## config.mk

```make
export PLATFORM = sky130hd
export DESIGN_NAME = round_robin_ready_worker_table_flat
export DESIGN_NICKNAME = d
export VERILOG_FILES = /design/src/hdl/rrwt_pkg.sv /design/src/hdl/rrwt_in_if.sv /design/src/hdl/rrwt_out_if.sv /design/src/hdl/rrwt_mem.sv /design/src/hdl/rrwt_match.sv /design/src/hdl/round_robin_ready_worker_table.sv /design/src/flat_wrapper.sv
export VERILOG_INCLUDE_DIRS = /design/src /design/src/hdl
export SDC_FILE = /design/constraint.sdc
export NUM_CORES = 2
export LEC_CHECK = 0
export ABC_AREA = 1
export BUFFER_PORTS_ARGS = -buffer_cell sky130_fd_sc_hd__buf_2
export CAP_MARGIN = 20
export CORE_ASPECT_RATIO = 1.75
export CORE_UTILIZATION = 50
export DETAILED_ROUTE_END_ITERATION = 7
export PLACE_DENSITY = 0.66
export SLEW_MARGIN = 20
export SYNTH_ARGS = -nofsm -noshare
export SYNTH_HDL_FRONTEND = slang
export SYNTH_SLANG_ARGS = --single-unit
```

## constraint.sdc

```tcl
create_clock -name clk_i -period 10 [get_ports clk_i]
set_input_delay 1.5 -clock clk_i [delete_from_list [all_inputs] [get_ports clk_i]]
set_output_delay 1.5 -clock clk_i [all_outputs]
set_load 0.01 [all_outputs]
```

## src/hdl/round_robin_ready_worker_table_defines.svh

```systemverilog
// Assertion macros used by the round-robin ready-worker table RTL.
`ifndef ROUND_ROBIN_READY_WORKER_TABLE_DEFINES_SVH
`define ROUND_ROBIN_READY_WORKER_TABLE_DEFINES_SVH
`ifndef NO_ASSERTIONS
// Same-cycle implication, sampled on clk_i, disabled during reset.
`define RRWT_ASSERT(lbl, ante, cons) \
  lbl: assert property (@(posedge clk_i) disable iff (!rst_ni) (ante) |-> (cons)) \
    else $error("worker table assertion failed");
// Next-cycle implication, sampled on clk_i, disabled during reset.
`define RRWT_ASSERT_NEXT(lbl, ante, cons) \
  lbl: assert property (@(posedge clk_i) disable iff (!rst_ni) (ante) |=> (cons)) \
    else $error("worker table assertion failed");
`else
`define RRWT_ASSERT(lbl, ante, cons)
`define RRWT_ASSERT_NEXT(lbl, ante, cons)
`endif
`endif

```

## src/hdl/rrwt_pkg.sv

```systemverilog
// Package with the types, codes and constants of the round-robin ready-worker table.
`timescale 1ns / 1ps
`default_nettype none
package rrwt_pkg;

  localparam int unsigned MAX_ENTRIES_DEF = 16;

  localparam int unsigned ACTION_W = 3;
  localparam int unsigned ID_W     = 16;
  localparam int unsigned HANDLE_W = 32;
  localparam int unsigned PORT_W   = 16;
  localparam int unsigned STATUS_W = 3;
  localparam int unsigned TOTAL_W  = 5;

  localparam logic [HANDLE_W-1:0] NO_HANDLE = {HANDLE_W{1'b1}};

  typedef enum logic [ACTION_W-1:0] {
    ACT_ADD       = 3'd0,
    ACT_REMOVE    = 3'd1,
    ACT_SET_RDY   = 3'd2,
    ACT_SET_NRDY  = 3'd3,
    ACT_UPD_PORT  = 3'd4,
    ACT_NEXT      = 3'd5,
    ACT_LOOKUP    = 3'd6,
    ACT_LINK_LOST = 3'd7
  } action_e;

  typedef enum logic [STATUS_W-1:0] {
    ST_OK        = 3'd0,
    ST_NOCHANGE  = 3'd1,
    ST_NOTFOUND  = 3'd2,
    ST_FULL      = 3'd3,
    ST_EMPTY     = 3'd4,
    ST_INVALID   = 3'd5,
    ST_NONEREADY = 3'd6
  } status_e;

  typedef enum logic {
    MATCH_ID    = 1'b0,
    MATCH_READY = 1'b1
  } match_mode_e;

  // One table entry as it is stored in the memory.
  typedef struct packed {
    logic [ID_W-1:0]     id;
    logic [HANDLE_W-1:0] handle;
    logic [PORT_W-1:0]   port;
    logic                connected;
    logic                ready;
  } entry_t;

  // Request to the shared compare unit.
  typedef struct packed {
    match_mode_e     mode;
    logic [ID_W-1:0] key;
  } match_req_t;

endpackage
`default_nettype wire

```

## src/hdl/rrwt_in_if.sv

```systemverilog
// Request channel interface of the worker table: valid, ready and the request fields.
`timescale 1ns / 1ps
`default_nettype none
interface rrwt_in_if;
  import rrwt_pkg::*;

  logic                valid;
  logic                ready;
  logic [ACTION_W-1:0] action;
  logic [ID_W-1:0]     worker_id;
  logic [HANDLE_W-1:0] handle;
  logic [PORT_W-1:0]   peer_port;

  modport source (output valid, output action, output worker_id, output handle,
                  output peer_port, input ready);
  modport sink (input valid, input action, input worker_id, input handle,
                input peer_port, output ready);
endinterface
`default_nettype wire

```

## src/hdl/rrwt_out_if.sv

```systemverilog
// Result channel interface of the worker table: valid, ready and the result fields.
`timescale 1ns / 1ps
`default_nettype none
interface rrwt_out_if;
  import rrwt_pkg::*;

  logic                valid;
  logic                ready;
  logic [STATUS_W-1:0] status;
  logic [ID_W-1:0]     found_id;
  logic [HANDLE_W-1:0] found_handle;
  logic [PORT_W-1:0]   found_port;
  logic                found_connected;
  logic                found_ready;
  logic [TOTAL_W-1:0]  worker_total;

  modport source (output valid, output status, output found_id, output found_handle,
                  output found_port, output found_connected, output found_ready,
                  output worker_total, input ready);
  modport sink (input valid, input status, input found_id, input found_handle,
                input found_port, input found_connected, input found_ready,
                input worker_total, output ready);
endinterface
`default_nettype wire

```

## src/hdl/rrwt_mem.sv

```systemverilog
// Entry memory of the worker table: one write port, one registered read port.
`timescale 1ns / 1ps
`default_nettype none
module rrwt_mem #(
  parameter int unsigned DEPTH = rrwt_pkg::MAX_ENTRIES_DEF,
  parameter int unsigned AW    = $clog2(DEPTH)
) (
  input  logic            clk_i,
  input  logic            we_i,
  input  logic [AW-1:0]   waddr_i,
  input  rrwt_pkg::entry_t wdata_i,
  input  logic [AW-1:0]   raddr_i,
  output rrwt_pkg::entry_t rdata_o
);
  import rrwt_pkg::*;

  entry_t mem [DEPTH];

  always_ff @(posedge clk_i) begin
    if (we_i) begin
      mem[waddr_i] <= wdata_i;
    end
  end

  always_ff @(posedge clk_i) begin
    rdata_o <= mem[raddr_i];
  end

endmodule
`default_nettype wire

```

## src/hdl/rrwt_match.sv

```systemverilog
// Shared compare unit: tests one entry for an id match or for a selectable worker.
`timescale 1ns / 1ps
`default_nettype none
module rrwt_match (
  input  rrwt_pkg::match_req_t req_i,
  input  rrwt_pkg::entry_t     entry_i,
  output logic                 hit_o
);
  import rrwt_pkg::*;

  always_comb begin
    case (req_i.mode)
      MATCH_ID:    hit_o = (entry_i.id == req_i.key);
      MATCH_READY: hit_o = entry_i.connected & entry_i.ready;
      default:     hit_o = 1'b0;
    endcase
  end

endmodule
`default_nettype wire

```

## src/hdl/round_robin_ready_worker_table.sv

```systemverilog
// Top level of the round-robin ready-worker table: sequencer, result register, checks.
`timescale 1ns / 1ps
`default_nettype none
// The block keeps an ordered table of up to MAX_ENTRIES workers in a single-port-write,
// registered-read memory. Requests arrive on req_i and each request gives exactly one
// transaction on res_o, in request order. req_i.ready is high only while the sequencer is
// idle, so one request is worked on at a time; a finished result waits in the output
// register while the next request is already being taken and scanned.
// Add needs no search. Lookup, set ready, set not ready, update port and link lost
// search from the head; next worker scans from the rotation pointer; remove searches
// from the head and then closes the gap behind the removed entry. All cost comes from
// the memory port: one entry is read per cycle and checked by the shared compare unit,
// and the gap after a removal is closed one entry per cycle.
// Reset clears the entry count, the rotation pointer and the handshake state; the memory
// contents are not cleared since only positions below the entry count are ever read.
// When the receiver stalls, the result stays on res_o; a later request can still be
// taken and worked on, but its result is held inside until the output register frees.
`include "round_robin_ready_worker_table_defines.svh"
module round_robin_ready_worker_table #(
  parameter int unsigned MAX_ENTRIES = rrwt_pkg::MAX_ENTRIES_DEF
) (
  input  logic              clk_i,
  input  logic              rst_ni,
  rrwt_in_if.sink           req_i,
  rrwt_out_if.source        res_o
);
  import rrwt_pkg::*;

  localparam int unsigned IW = $clog2(MAX_ENTRIES);
  localparam int unsigned CW = $clog2(MAX_ENTRIES + 1);
  localparam logic [CW-1:0] MAX_CNT = CW'(MAX_ENTRIES);

  localparam logic [2:0] S_IDLE  = 3'd0;
  localparam logic [2:0] S_SCAN  = 3'd1;
  localparam logic [2:0] S_EXEC  = 3'd2;
  localparam logic [2:0] S_SHIFT = 3'd3;
  localparam logic [2:0] S_OUT   = 3'd4;

  // Control state.
  logic [2:0]    state_q, state_d;
  logic [CW-1:0] total_q, total_d;
  logic [IW-1:0] rot_q, rot_d;
  logic [CW-1:0] cnt_q, cnt_d;
  logic          cmp_vld_q, cmp_vld_d;
  logic          wvld_q, wvld_d;
  logic          out_valid_q, out_valid_d;

  // Request and working registers.
  action_e             act_q, act_d;
  logic [ID_W-1:0]     key_q, key_d;
  logic [HANDLE_W-1:0] hnd_q, hnd_d;
  logic [PORT_W-1:0]   port_q, port_d;
  logic [IW-1:0]       pos_q, pos_d;
  logic [IW-1:0]       cmp_pos_q, cmp_pos_d;
  logic                hit_q, hit_d;
  logic [IW-1:0]       hit_pos_q, hit_pos_d;
  entry_t              ent_q, ent_d;
  logic [CW-1:0]       sh_rd_q, sh_rd_d;
  logic [IW-1:0]       wpos_q, wpos_d;
  status_e             res_status_q, res_status_d;
  entry_t              res_ent_q, res_ent_d;

  // Output register.
  status_e            out_status_q, out_status_d;
  entry_t             out_ent_q, out_ent_d;
  logic [TOTAL_W-1:0] out_total_q, out_total_d;

  // Memory and compare unit connections.
  logic          mem_we;
  logic [IW-1:0] mem_waddr;
  entry_t        mem_wdata;
  logic [IW-1:0] mem_raddr;
  entry_t        mem_rdata;
  match_req_t    mreq;
  logic          mhit;

  // Pointer arithmetic; sums are taken in count width so a value equal to the depth is visible.
  logic [CW-1:0] pos_inc;
  logic [IW-1:0] pos_wrap;
  logic [CW-1:0] hit_inc;
  logic [IW-1:0] rot_after_next;
  logic [CW-1:0] rot_ext;
  logic [CW-1:0] rot_dec;
  logic [CW-1:0] total_dec;
  logic [IW-1:0] rot_after_rm;
  logic [CW-1:0] sh_rd_dec;
  logic          out_free;
  logic          want_ready;

  assign pos_inc        = CW'(pos_q) + 1'b1;
  assign pos_wrap       = (pos_inc >= total_q) ? '0 : pos_inc[IW-1:0];
  assign hit_inc        = CW'(hit_pos_q) + 1'b1;
  assign rot_after_next = (hit_inc >= total_q) ? '0 : hit_inc[IW-1:0];
  assign rot_ext        = CW'(rot_q);
  assign total_dec      = total_q - 1'b1;
  // Removing an entry before the pointer keeps the pointer on the same worker; removing
  // the entry under the pointer leaves it on the following one, wrapping to the head.
  assign rot_dec        = (CW'(hit_pos_q) < rot_ext) ? (rot_ext - 1'b1) : rot_ext;
  assign rot_after_rm   = (rot_dec >= total_dec) ? '0 : rot_dec[IW-1:0];
  assign sh_rd_dec      = sh_rd_q - 1'b1;
  assign out_free       = !out_valid_q || res_o.ready;
  assign want_ready     = (act_q == ACT_SET_RDY);

  assign mreq.mode = (act_q == ACT_NEXT) ? MATCH_READY : MATCH_ID;
  assign mreq.key  = key_q;

  rrwt_mem #(
    .DEPTH (MAX_ENTRIES),
    .AW    (IW)
  ) u_mem (
    .clk_i   (clk_i),
    .we_i    (mem_we),
    .waddr_i (mem_waddr),
    .wdata_i (mem_wdata),
    .raddr_i (mem_raddr),
    .rdata_o (mem_rdata)
  );

  rrwt_match u_match (
    .req_i   (mreq),
    .entry_i (mem_rdata),
    .hit_o   (mhit)
  );

  always_comb begin
    state_d      = state_q;
    total_d      = total_q;
    rot_d        = rot_q;
    cnt_d        = cnt_q;
    cmp_vld_d    = cmp_vld_q;
    wvld_d       = wvld_q;
    out_valid_d  = out_valid_q && !res_o.ready;
    act_d        = act_q;
    key_d        = key_q;
    hnd_d        = hnd_q;
    port_d       = port_q;
    pos_d        = pos_q;
    cmp_pos_d    = cmp_pos_q;
    hit_d        = hit_q;
    hit_pos_d    = hit_pos_q;
    ent_d        = ent_q;
    sh_rd_d      = sh_rd_q;
    wpos_d       = wpos_q;
    res_status_d = res_status_q;
    res_ent_d    = res_ent_q;
    out_status_d = out_status_q;
    out_ent_d    = out_ent_q;
    out_total_d  = out_total_q;
    mem_we       = 1'b0;
    mem_waddr    = hit_pos_q;
    mem_wdata    = ent_q;
    mem_raddr    = pos_q;

    case (state_q)
      S_IDLE: begin
        if (req_i.valid) begin
          act_d     = action_e'(req_i.action);
          key_d     = req_i.worker_id;
          hnd_d     = req_i.handle;
          port_d    = req_i.peer_port;
          cnt_d     = '0;
          cmp_vld_d = 1'b0;
          wvld_d    = 1'b0;
          hit_d     = 1'b0;
          pos_d     = (action_e'(req_i.action) == ACT_NEXT) ? rot_q : '0;
          state_d   = (action_e'(req_i.action) == ACT_ADD) ? S_EXEC : S_SCAN;
        end
      end

      S_SCAN: begin
        // Read one entry per cycle; the compare unit checks the entry read the cycle
        // before, so the scan stops on the first hit in scan order.
        mem_raddr = pos_q;
        if (cnt_q < total_q) begin
          cmp_vld_d = 1'b1;
          cmp_pos_d = pos_q;
          pos_d     = pos_wrap;
          cnt_d     = cnt_q + 1'b1;
        end else begin
          cmp_vld_d = 1'b0;
        end
        if (cmp_vld_q && mhit) begin
          hit_d     = 1'b1;
          hit_pos_d = cmp_pos_q;
          ent_d     = mem_rdata;
          cmp_vld_d = 1'b0;
          state_d   = S_EXEC;
        end else if (cnt_q == total_q) begin
          hit_d     = 1'b0;
          cmp_vld_d = 1'b0;
          state_d   = S_EXEC;
        end
      end

      S_EXEC: begin
        res_status_d = ST_OK;
        res_ent_d    = '0;
        state_d      = S_OUT;
        case (act_q)
          ACT_ADD: begin
            if (hnd_q == NO_HANDLE) begin
              res_status_d = ST_INVALID;
            end else if (total_q >= MAX_CNT) begin
              res_status_d = ST_FULL;
            end else begin
              mem_we              = 1'b1;
              mem_waddr           = total_q[IW-1:0];
              mem_wdata.id        = key_q;
              mem_wdata.handle    = hnd_q;
              mem_wdata.port      = port_q;
              mem_wdata.connected = 1'b1;
              mem_wdata.ready     = 1'b0;
              total_d             = total_q + 1'b1;
            end
          end
          ACT_REMOVE: begin
            if (key_q == '0) begin
              res_status_d = ST_INVALID;
            end else if (total_q == '0) begin
              res_status_d = ST_EMPTY;
            end else if (!hit_q) begin
              res_status_d = ST_NOTFOUND;
            end else begin
              sh_rd_d = hit_inc;
              wvld_d  = 1'b0;
              state_d = S_SHIFT;
            end
          end
          ACT_SET_RDY, ACT_SET_NRDY: begin
            if (!hit_q) begin
              res_status_d = ST_NOTFOUND;
            end else if (ent_q.ready == want_ready) begin
              res_status_d = ST_NOCHANGE;
            end else begin
              mem_we          = 1'b1;
              mem_wdata.ready = want_ready;
            end
          end
          ACT_UPD_PORT: begin
            if (!hit_q) begin
              res_status_d = ST_NOTFOUND;
            end else begin
              mem_we         = 1'b1;
              mem_wdata.port = port_q;
            end
          end
          ACT_NEXT: begin
            if (total_q == '0) begin
              res_status_d = ST_EMPTY;
            end else if (!hit_q) begin
              res_status_d = ST_NONEREADY;
            end else begin
              res_ent_d = ent_q;
              rot_d     = rot_after_next;
            end
          end
          ACT_LOOKUP: begin
            if (!hit_q) begin
              res_status_d = ST_NOTFOUND;
            end else begin
              res_ent_d = ent_q;
            end
          end
          ACT_LINK_LOST: begin
            if (!hit_q) begin
              res_status_d = ST_NOTFOUND;
            end else if (!ent_q.connected) begin
              res_status_d = ST_NOCHANGE;
            end else begin
              mem_we              = 1'b1;
              mem_wdata.connected = 1'b0;
              mem_wdata.handle    = NO_HANDLE;
            end
          end
          default: begin
            res_status_d = ST_INVALID;
          end
        endcase
      end

      S_SHIFT: begin
        // Close the gap: read entry k + 1 in one cycle, write it to k in the next.
        mem_raddr = sh_rd_q[IW-1:0];
        if (wvld_q) begin
          mem_we    = 1'b1;
          mem_waddr = wpos_q;
          mem_wdata = mem_rdata;
        end
        if (sh_rd_q < total_q) begin
          wvld_d  = 1'b1;
          wpos_d  = sh_rd_dec[IW-1:0];
          sh_rd_d = sh_rd_q + 1'b1;
        end else begin
          wvld_d  = 1'b0;
          total_d = total_dec;
          rot_d   = rot_after_rm;
          state_d = S_OUT;
        end
      end

      S_OUT: begin
        if (out_free) begin
          out_valid_d  = 1'b1;
          out_status_d = res_status_q;
          out_ent_d    = res_ent_q;
          out_total_d  = TOTAL_W'(total_q);
          state_d      = S_IDLE;
        end
      end

      default: begin
        state_d = S_IDLE;
      end
    endcase
  end

  always_ff @(posedge clk_i or negedge rst_ni) begin
    if (!rst_ni) begin
      state_q     <= S_IDLE;
      total_q     <= '0;
      rot_q       <= '0;
      cnt_q       <= '0;
      cmp_vld_q   <= 1'b0;
      wvld_q      <= 1'b0;
      out_valid_q <= 1'b0;
    end else begin
      state_q     <= state_d;
      total_q     <= total_d;
      rot_q       <= rot_d;
      cnt_q       <= cnt_d;
      cmp_vld_q   <= cmp_vld_d;
      wvld_q      <= wvld_d;
      out_valid_q <= out_valid_d;
    end
  end

  always_ff @(posedge clk_i) begin
    act_q        <= act_d;
    key_q        <= key_d;
    hnd_q        <= hnd_d;
    port_q       <= port_d;
    pos_q        <= pos_d;
    cmp_pos_q    <= cmp_pos_d;
    hit_q        <= hit_d;
    hit_pos_q    <= hit_pos_d;
    ent_q        <= ent_d;
    sh_rd_q      <= sh_rd_d;
    wpos_q       <= wpos_d;
    res_status_q <= res_status_d;
    res_ent_q    <= res_ent_d;
    out_status_q <= out_status_d;
    out_ent_q    <= out_ent_d;
    out_total_q  <= out_total_d;
  end

  assign req_i.ready           = (state_q == S_IDLE);
  assign res_o.valid           = out_valid_q;
  assign res_o.status          = out_status_q;
  assign res_o.found_id        = out_ent_q.id;
  assign res_o.found_handle    = out_ent_q.handle;
  assign res_o.found_port      = out_ent_q.port;
  assign res_o.found_connected = out_ent_q.connected;
  assign res_o.found_ready     = out_ent_q.ready;
  assign res_o.worker_total    = out_total_q;

  // The rotation pointer always names a stored entry, or the head of an empty table.
  `RRWT_ASSERT(a_rot_in_range, 1'b1, rot_q == '0 || rot_ext < total_q)
  // An accepted request always starts the sequencer.
  `RRWT_ASSERT_NEXT(a_accept_busy, req_i.valid && req_i.ready, state_q != S_IDLE)
  // The entry count only moves when an add executes or a removal finishes.
  `RRWT_ASSERT_NEXT(a_total_hold, state_q != S_EXEC && state_q != S_SHIFT, $stable(total_q))

endmodule
`default_nettype wire

```

## src/flat_wrapper.sv

```systemverilog
// flat-port wrapper written by rule: the top's interface ports become plain ports
module round_robin_ready_worker_table_flat import rrwt_pkg::*;
#(
  parameter int unsigned MAX_ENTRIES = rrwt_pkg::MAX_ENTRIES_DEF
)
  (clk_i, rst_ni, req_i_valid, req_i_action, req_i_worker_id, req_i_handle, req_i_peer_port, req_i_ready, res_o_valid, res_o_status, res_o_found_id, res_o_found_handle, res_o_found_port, res_o_found_connected, res_o_found_ready, res_o_worker_total, res_o_ready);
  rrwt_in_if req_i_i ();
  rrwt_out_if res_o_i ();
  input  logic clk_i;
  input  logic rst_ni;
  input wire logic [$bits(req_i_i.valid)-1:0] req_i_valid;
  input wire logic [$bits(req_i_i.action)-1:0] req_i_action;
  input wire logic [$bits(req_i_i.worker_id)-1:0] req_i_worker_id;
  input wire logic [$bits(req_i_i.handle)-1:0] req_i_handle;
  input wire logic [$bits(req_i_i.peer_port)-1:0] req_i_peer_port;
  output wire logic [$bits(req_i_i.ready)-1:0] req_i_ready;
  output wire logic [$bits(res_o_i.valid)-1:0] res_o_valid;
  output wire logic [$bits(res_o_i.status)-1:0] res_o_status;
  output wire logic [$bits(res_o_i.found_id)-1:0] res_o_found_id;
  output wire logic [$bits(res_o_i.found_handle)-1:0] res_o_found_handle;
  output wire logic [$bits(res_o_i.found_port)-1:0] res_o_found_port;
  output wire logic [$bits(res_o_i.found_connected)-1:0] res_o_found_connected;
  output wire logic [$bits(res_o_i.found_ready)-1:0] res_o_found_ready;
  output wire logic [$bits(res_o_i.worker_total)-1:0] res_o_worker_total;
  input wire logic [$bits(res_o_i.ready)-1:0] res_o_ready;
  assign req_i_i.valid = req_i_valid;
  assign req_i_i.action = req_i_action;
  assign req_i_i.worker_id = req_i_worker_id;
  assign req_i_i.handle = req_i_handle;
  assign req_i_i.peer_port = req_i_peer_port;
  assign req_i_ready = req_i_i.ready;
  assign res_o_valid = res_o_i.valid;
  assign res_o_status = res_o_i.status;
  assign res_o_found_id = res_o_i.found_id;
  assign res_o_found_handle = res_o_i.found_handle;
  assign res_o_found_port = res_o_i.found_port;
  assign res_o_found_connected = res_o_i.found_connected;
  assign res_o_found_ready = res_o_i.found_ready;
  assign res_o_worker_total = res_o_i.worker_total;
  assign res_o_i.ready = res_o_ready;
  round_robin_ready_worker_table #(.MAX_ENTRIES(MAX_ENTRIES)) u_core (.clk_i(clk_i), .rst_ni(rst_ni), .req_i(req_i_i), .res_o(res_o_i));
endmodule
```

-- Yosys cells after proc, flatten, opt, wreduce, memory -nomap -nowiden
Memory sizes are Yosys's and may differ from the RTL's. A register that Yosys moved wholly into a read port is not among the register bits.
Index checks and enable logic that the tools add are counted.
- memories kept: 1
- output and inout port bits: 76
- flip-flop bits (word level): 318
- bits in writable memories: 1056
- memories (name ; depth ; width ; read ports ; clocked after memory_dff ; write ports ; line ; RTL):
    u_core.u_mem.mem ; 16 ; 66 ; 1 ; 1 ; 1 ; rrwt_mem.sv:17 ; entry_t mem [DEPTH];
- $lt $le $gt $ge: 7
- equal/unequal tests: 30
- reduce and logical (&&, ||, !) cells: 28
- add/sub/neg operators: 8
- bitwise operators: 2
- mux-type cells: 104
- operators by type and width (operator ; number):
    66-bit 2-to-1 mux ; 5
    66-bit one-hot mux with 2 select lines ; 2
    32-bit 2-to-1 mux ; 2
    32-bit one-hot mux with 2 select lines ; 1
    4-bit 2-to-1 mux ; 15
    5-bit 2-to-1 mux ; 12
    3-bit 2-to-1 mux ; 16
    32-bit equality test (second input constant) ; 1
    16-bit 2-to-1 mux ; 2
    16-bit one-hot mux with 2 select lines ; 1
    5-bit one-hot mux with 2 select lines ; 3
    1-bit 2-to-1 mux ; 29
    4-bit one-hot mux with 2 select lines ; 3
    3-bit equality test (second input constant) ; 6
    3-bit one-hot mux with 6 select lines ; 1
    16-bit equality test ; 1
    16-bit logical NOT ; 1
    5-bit by 1-bit adder with 5-bit output (second input constant) ; 3
    5-bit greater-or-equal comparator ; 3
    3-bit one-hot mux with 5 select lines ; 1
    2-bit inequality test (second input constant) ; 7
    3-bit by 2-bit equality test with 1-bit output (second input constant) ; 4
    2-bit by 1-bit inequality test with 1-bit output (second input constant) ; 6
    1-bit one-hot mux with 2 select lines ; 6
    other kinds (29) ; 48

-- Logic depth before layout (Yosys ltp)
- depth in word-level cells: 8
- mapped depth: 17
- gate-level depth less buffers: 17

-- Cells and area by module
A second synthesis with hierarchy kept.
- cell total of the unflattened synthesis: 6063
- area total of the unflattened synthesis: 62969.1 um^2
- modules (own cells, without submodules) (module ; area an instance (um^2) ; times used ; seq. area each (um^2) ; cells an instance):
    rrwt_mem ; 46789.9 ; 1 ; 33031.7 ; 4341
    round_robin_ready_worker_table ; 15876.5 ; 1 ; 9449.1 ; 1655
    rrwt_match ; 302.8 ; 1 ; 0.0 ; 67

-- Worst setup path after synthesis
Ideal clock, no wire load.
- kind: input-to-reg
- from: in res_o_ready
- to: reg u_core.out_ent_q (netlist bit u_core.res_o.found_connected) (enable)
- data arrival time: 5161 ps
- library setup time: 531 ps
- setup slack: 4308 ps
- stages on the path: 2
- cell sequence: inv_1 -> a21oi_1
- cells in the longest elaborated chain, start to end: 2
- ends and longest elaborated chain (item ; line ; RTL):
    start, declared ; flat_wrapper.sv:25 ; input wire logic [$bits(res_o_i.ready)-1:0] res_o_ready;
    1-bit logical OR ; round_robin_ready_worker_table.sv:101 ; assign out_free = !out_valid_q || res_o.ready;
    2-bit AND reduction (no line) ; -- ;
    end signal, assigned ; round_robin_ready_worker_table.sv:352 ; out_ent_q <= out_ent_d;
    end, declared ; round_robin_ready_worker_table.sv:65 ; entry_t out_ent_q, out_ent_d;
No other way between the ends.
A chain may end at the register's enable or synchronous reset.

-- Final worst setup path
- from: reg u_core.act_q[1]
- to: mem u_core.u_mem.mem[6][23] in the netlist's numbering (enable)
- cells in the longest elaborated chain, start to end: 8
- elaborated cells between the ends (all ways): 15
- those cells by class: eq/ne (5); mux (8); reduce/logical (2)
- ends and longest elaborated chain (item ; line ; RTL):
    start, declared ; round_robin_ready_worker_table.sv:49 ; action_e act_q, act_d;
    start signal, assigned ; round_robin_ready_worker_table.sv:338 ; act_q <= act_d;
    3-bit by 2-bit equality test with 1-bit output ; round_robin_ready_worker_table.sv:102, round_robin_ready_worker_table.sv:199 ;
    1-bit equality test ; round_robin_ready_worker_table.sv:232 ; end else if (ent_q.ready == want_ready) begin
    1-bit 2-to-1 mux ; round_robin_ready_worker_table.sv:232 ;
    1-bit 2-to-1 mux ; round_robin_ready_worker_table.sv:230 ; if (!hit_q) begin
    1-bit one-hot mux with 4 select lines ; round_robin_ready_worker_table.sv:199 ; case (act_q)
    1-bit one-hot mux with 2 select lines ; round_robin_ready_worker_table.sv:154 ; case (state_q)
    1-bit 2-to-1 mux ; rrwt_mem.sv:20 ; if (we_i) begin
    1-bit 2-to-1 mux (implied by the code) ; rrwt_mem.sv:21 ; mem[waddr_i] <= wdata_i;
    end, declared ; rrwt_mem.sv:17 ;
Several ways; a longest one is shown, not always the timed one.

==> results.cfg <==
[global_route]
grtUsageTotal = 0.2591
antenna_found_initial = 6
busiest_layer = met2
use_met3 = 0.04013
grt_max_degree = 227
grt_use_met2 = 0.4263
first_global_vias = 37140
grtUsageMet1 = 0.3408
gr-total-overflow = 0
grt_pass1_wl_um = 229700

[drt]
wl_per_cell_um = 24.21
drc = 0
vias_per_cell = 6.046
firstDrtPassIters = 6
drt_iter0_markers = 4936
ant_nets = 0
routed_wl_um = 154800
vias = 38651

[synth]
syn_inst = 4727
synth_edf_count = 1354
synthesis.area_um2 = 58950
ys.flop_type = edfxtp_1
synthArstFlopShare = 0.01389
yosysUniqueCellTypes = 47
synth_nets = 4834
syn_area_per_cell_um2 = 12.47
synth-warning-count = 0
synth-seq-cells = 1440
ys_seq_area_frac = 0.7207

[setup_path]
cp-end-kind = flop
crit_type = reg -> reg
start_kind = flop
cp_max_fo = 48
crit_required_ns = 10.38
crit_arrival_ns = 5.64
ff2ff_setup_slack_ns = 4.74

[placement]
place_congestion = 0.9120
hpwl_um = 80130
io_buffers = 146

[final_layout]
seqCellArea_um2 = 42480
most-common-layout-cells = 1354 x edfxtp_1, 617 x a21oi_1, 448 x o21ai_0, 416 x inv_1, 413 x nand2_1
multi_input_area_um2 = 13670
drive_gt1_frac = 0.09857
layout.nets = 4878
fillers = 9384
final_core_util = 0.5596
area_growth_pct = 11.01
final_common_cell = edfxtp_1

[cts]
clk_path_buf_depth = 3
ctsHoldBuffers = 0
cts_buffers = 130
cts_setup_buffers = 0
path_clk_slew_ns = 0.06
cts_resized = 0
cts_tree = yes
cts_sinks = 1440
ctsRootBufferMaster = clkbuf_16
clkLatencyLatePin_ns = 0.77
cts_max_level = 4

[timing]
rsz0062_at_grt = no
fmax_mhz = 190.0
hold_slack_ns = 0.4174
worstMarginPinSlew_ns = 1.160
worst_clock_skew_ns = 0.02588
finalSetupViolCount = 0
min_period_ns = 5.263
slew_headroom = 0.2268
min_period_over_period = 0.5263
tns_ns = 0
timing.final.max_slew_violations = 0
hold_viol_final = 0

[floorplanning]
die_area_um2 = 119300
die_y_um = 456.2
chipWidth_um = 261.6
core_area_um2 = 116900
pin_count = 147
rows = 166
initial_core_util = 0.5041

[worst_hold_path]
hold_class = reg -> reg

[flow_run]
maxCapViolCount = 0

[power]
power.density_nw_per_um2 = 297.9
ir_worst_vdd_v = 0.0002755
p_leak_nw = 22.74

[status]
status = finished clean
==> routing by layer <==
layer / vias up / share of wire
met5: - / 0
met4: 0 / 0.041
met3: 359 / 0.081
met2: 1874 / 0.49
met1: 18959 / 0.39
li1: 17459 / -
==> synthesized netlist by cell type (10+ instances only) <==
cell / instances / area, um2
buf_2: 107 / 535.5
ha_1: 36 / 450.4
o211ai_1: 287 / 2155
dfrtp_1: 20 / 500.5
nor2_1: 154 / 578.1
o21ai_0: 451 / 2257
inv_1: 418 / 1569
o21bai_1: 25 / 187.7
xor2_1: 19 / 166.4
o22ai_1: 10 / 62.56
dfxtp_1: 66 / 1321
clkbuf_1: 168 / 630.6
nand2_1: 414 / 1554
a21oi_1: 622 / 3113
buf_4: 13 / 97.59
a22oi_1: 30 / 225.2
a31oi_1: 25 / 156.4
nand4_1: 17 / 106.4
buf_1: 21 / 78.83
buf_6: 10 / 112.6
edfxtp_1: 1354 / 40660
o21ai_1: 215 / 1076
nand3_1: 199 / 996.0
==> critical path, stage by stage (launching register included) <==
cell and delay [ns]:
edfxtp_1 0.46, nor2_2 0.62, nand2_1 0.22, inv_2 0.12
nand3_2 0.07, buf_4 0.35, nand2_1 0.62, o21ai_0 0.24
nor2_1 0.14, nand2_1 0.22, nor2_4 0.87, buf_4 0.87
==> stage by stage <==
| stage | setup WS [ns] | std cells | instance area (um2) | power [mW] |
|---|---|---|---|---|
| 3_5_place_dp | 4.773 | 6150 | 61030 | 14.40 |
| 2_1_floorplan | 4.308 | 4727 | 58950 | 12.50 |
| 5_1_grt | 4.463 | 6393 | 65440 | 20.47 |
| 4_1_cts | 4.764 | 6391 | 65380 | 19.50 |
| 6_report | 4.737 | 6393 | 65440 | 19.49 |
| 3_3_place_gp | 4.886 | 6150 | 61030 | 14.27 |
==> sequential cells by signal, indices dropped and copies added (netlist names), 5 cells and up <==
signal / count
u_core.sh_rd_q: 5
u_core.res_o.worker_total: 5
u_core.total_q: 5
u_core.res_o.found_handle: 32
u_core.u_mem.mem: 1056
u_core.cnt_q: 5
u_core.res_ent_q: 66
u_core.res_o.found_id: 16
u_core.ent_q: 66
u_core.port_q: 16
u_core.res_o.found_port: 16
u_core.u_mem.rdata_o: 66
u_core.key_q: 16
u_core.hnd_q: 32
==> final cells by class <==
class / count / share of cell area
clock inverter: 72 / 0.01149
tap: 1512 / 0.02891
clock buffer: 169 / 0.05509
multi-input combinational: 2544 / 0.2089
sequential: 1440 / 0.6492
inverter: 424 / 0.02442
timing repair buffer: 231 / 0.02193
antenna: 1 / 0.00003824
==> final timing paths <==
kind                                           startpoint                             endpoint  depth (start not counted)
setup / recovery                u_core.act_q[1]$_DFFE_PP_    u_core.u_mem.mem[6][23]$_DFFE_PP_                         11
hold / removal             u_core.res_ent_q[64]$_DFFE_PP_  u_core.res_o.found_id[14]$_DFFE_PP_                          0
setup reg to reg                u_core.act_q[1]$_DFFE_PP_    u_core.u_mem.mem[6][23]$_DFFE_PP_                         11
hold reg to reg            u_core.res_ent_q[64]$_DFFE_PP_  u_core.res_o.found_id[14]$_DFFE_PP_                          0
max in group asynchronous                          rst_ni            u_core.wvld_q$_DFFE_PN0P_                          1
min in group asynchronous                          rst_ni          u_core.rot_q[2]$_DFFE_PN0P_                          1
==> logic make-up after synthesis <==
family	synth area share
XOR/XNOR	0.003269
AO/OA/AOI/OAI	0.1598
flip-flops	0.7207
AND/OR/NAND/NOR	0.05687
buffers and inverters	0.05173
adder cells (fa/ha/maj)	0.007641
==> power breakdown <==
group          total [mW]  internal (mW)  switching, mW
Clock                5.12           2.90           2.22
Sequential           7.98           7.65          0.333
Combinational        6.39           1.77           4.62
(Power assumes the default switching activity.)
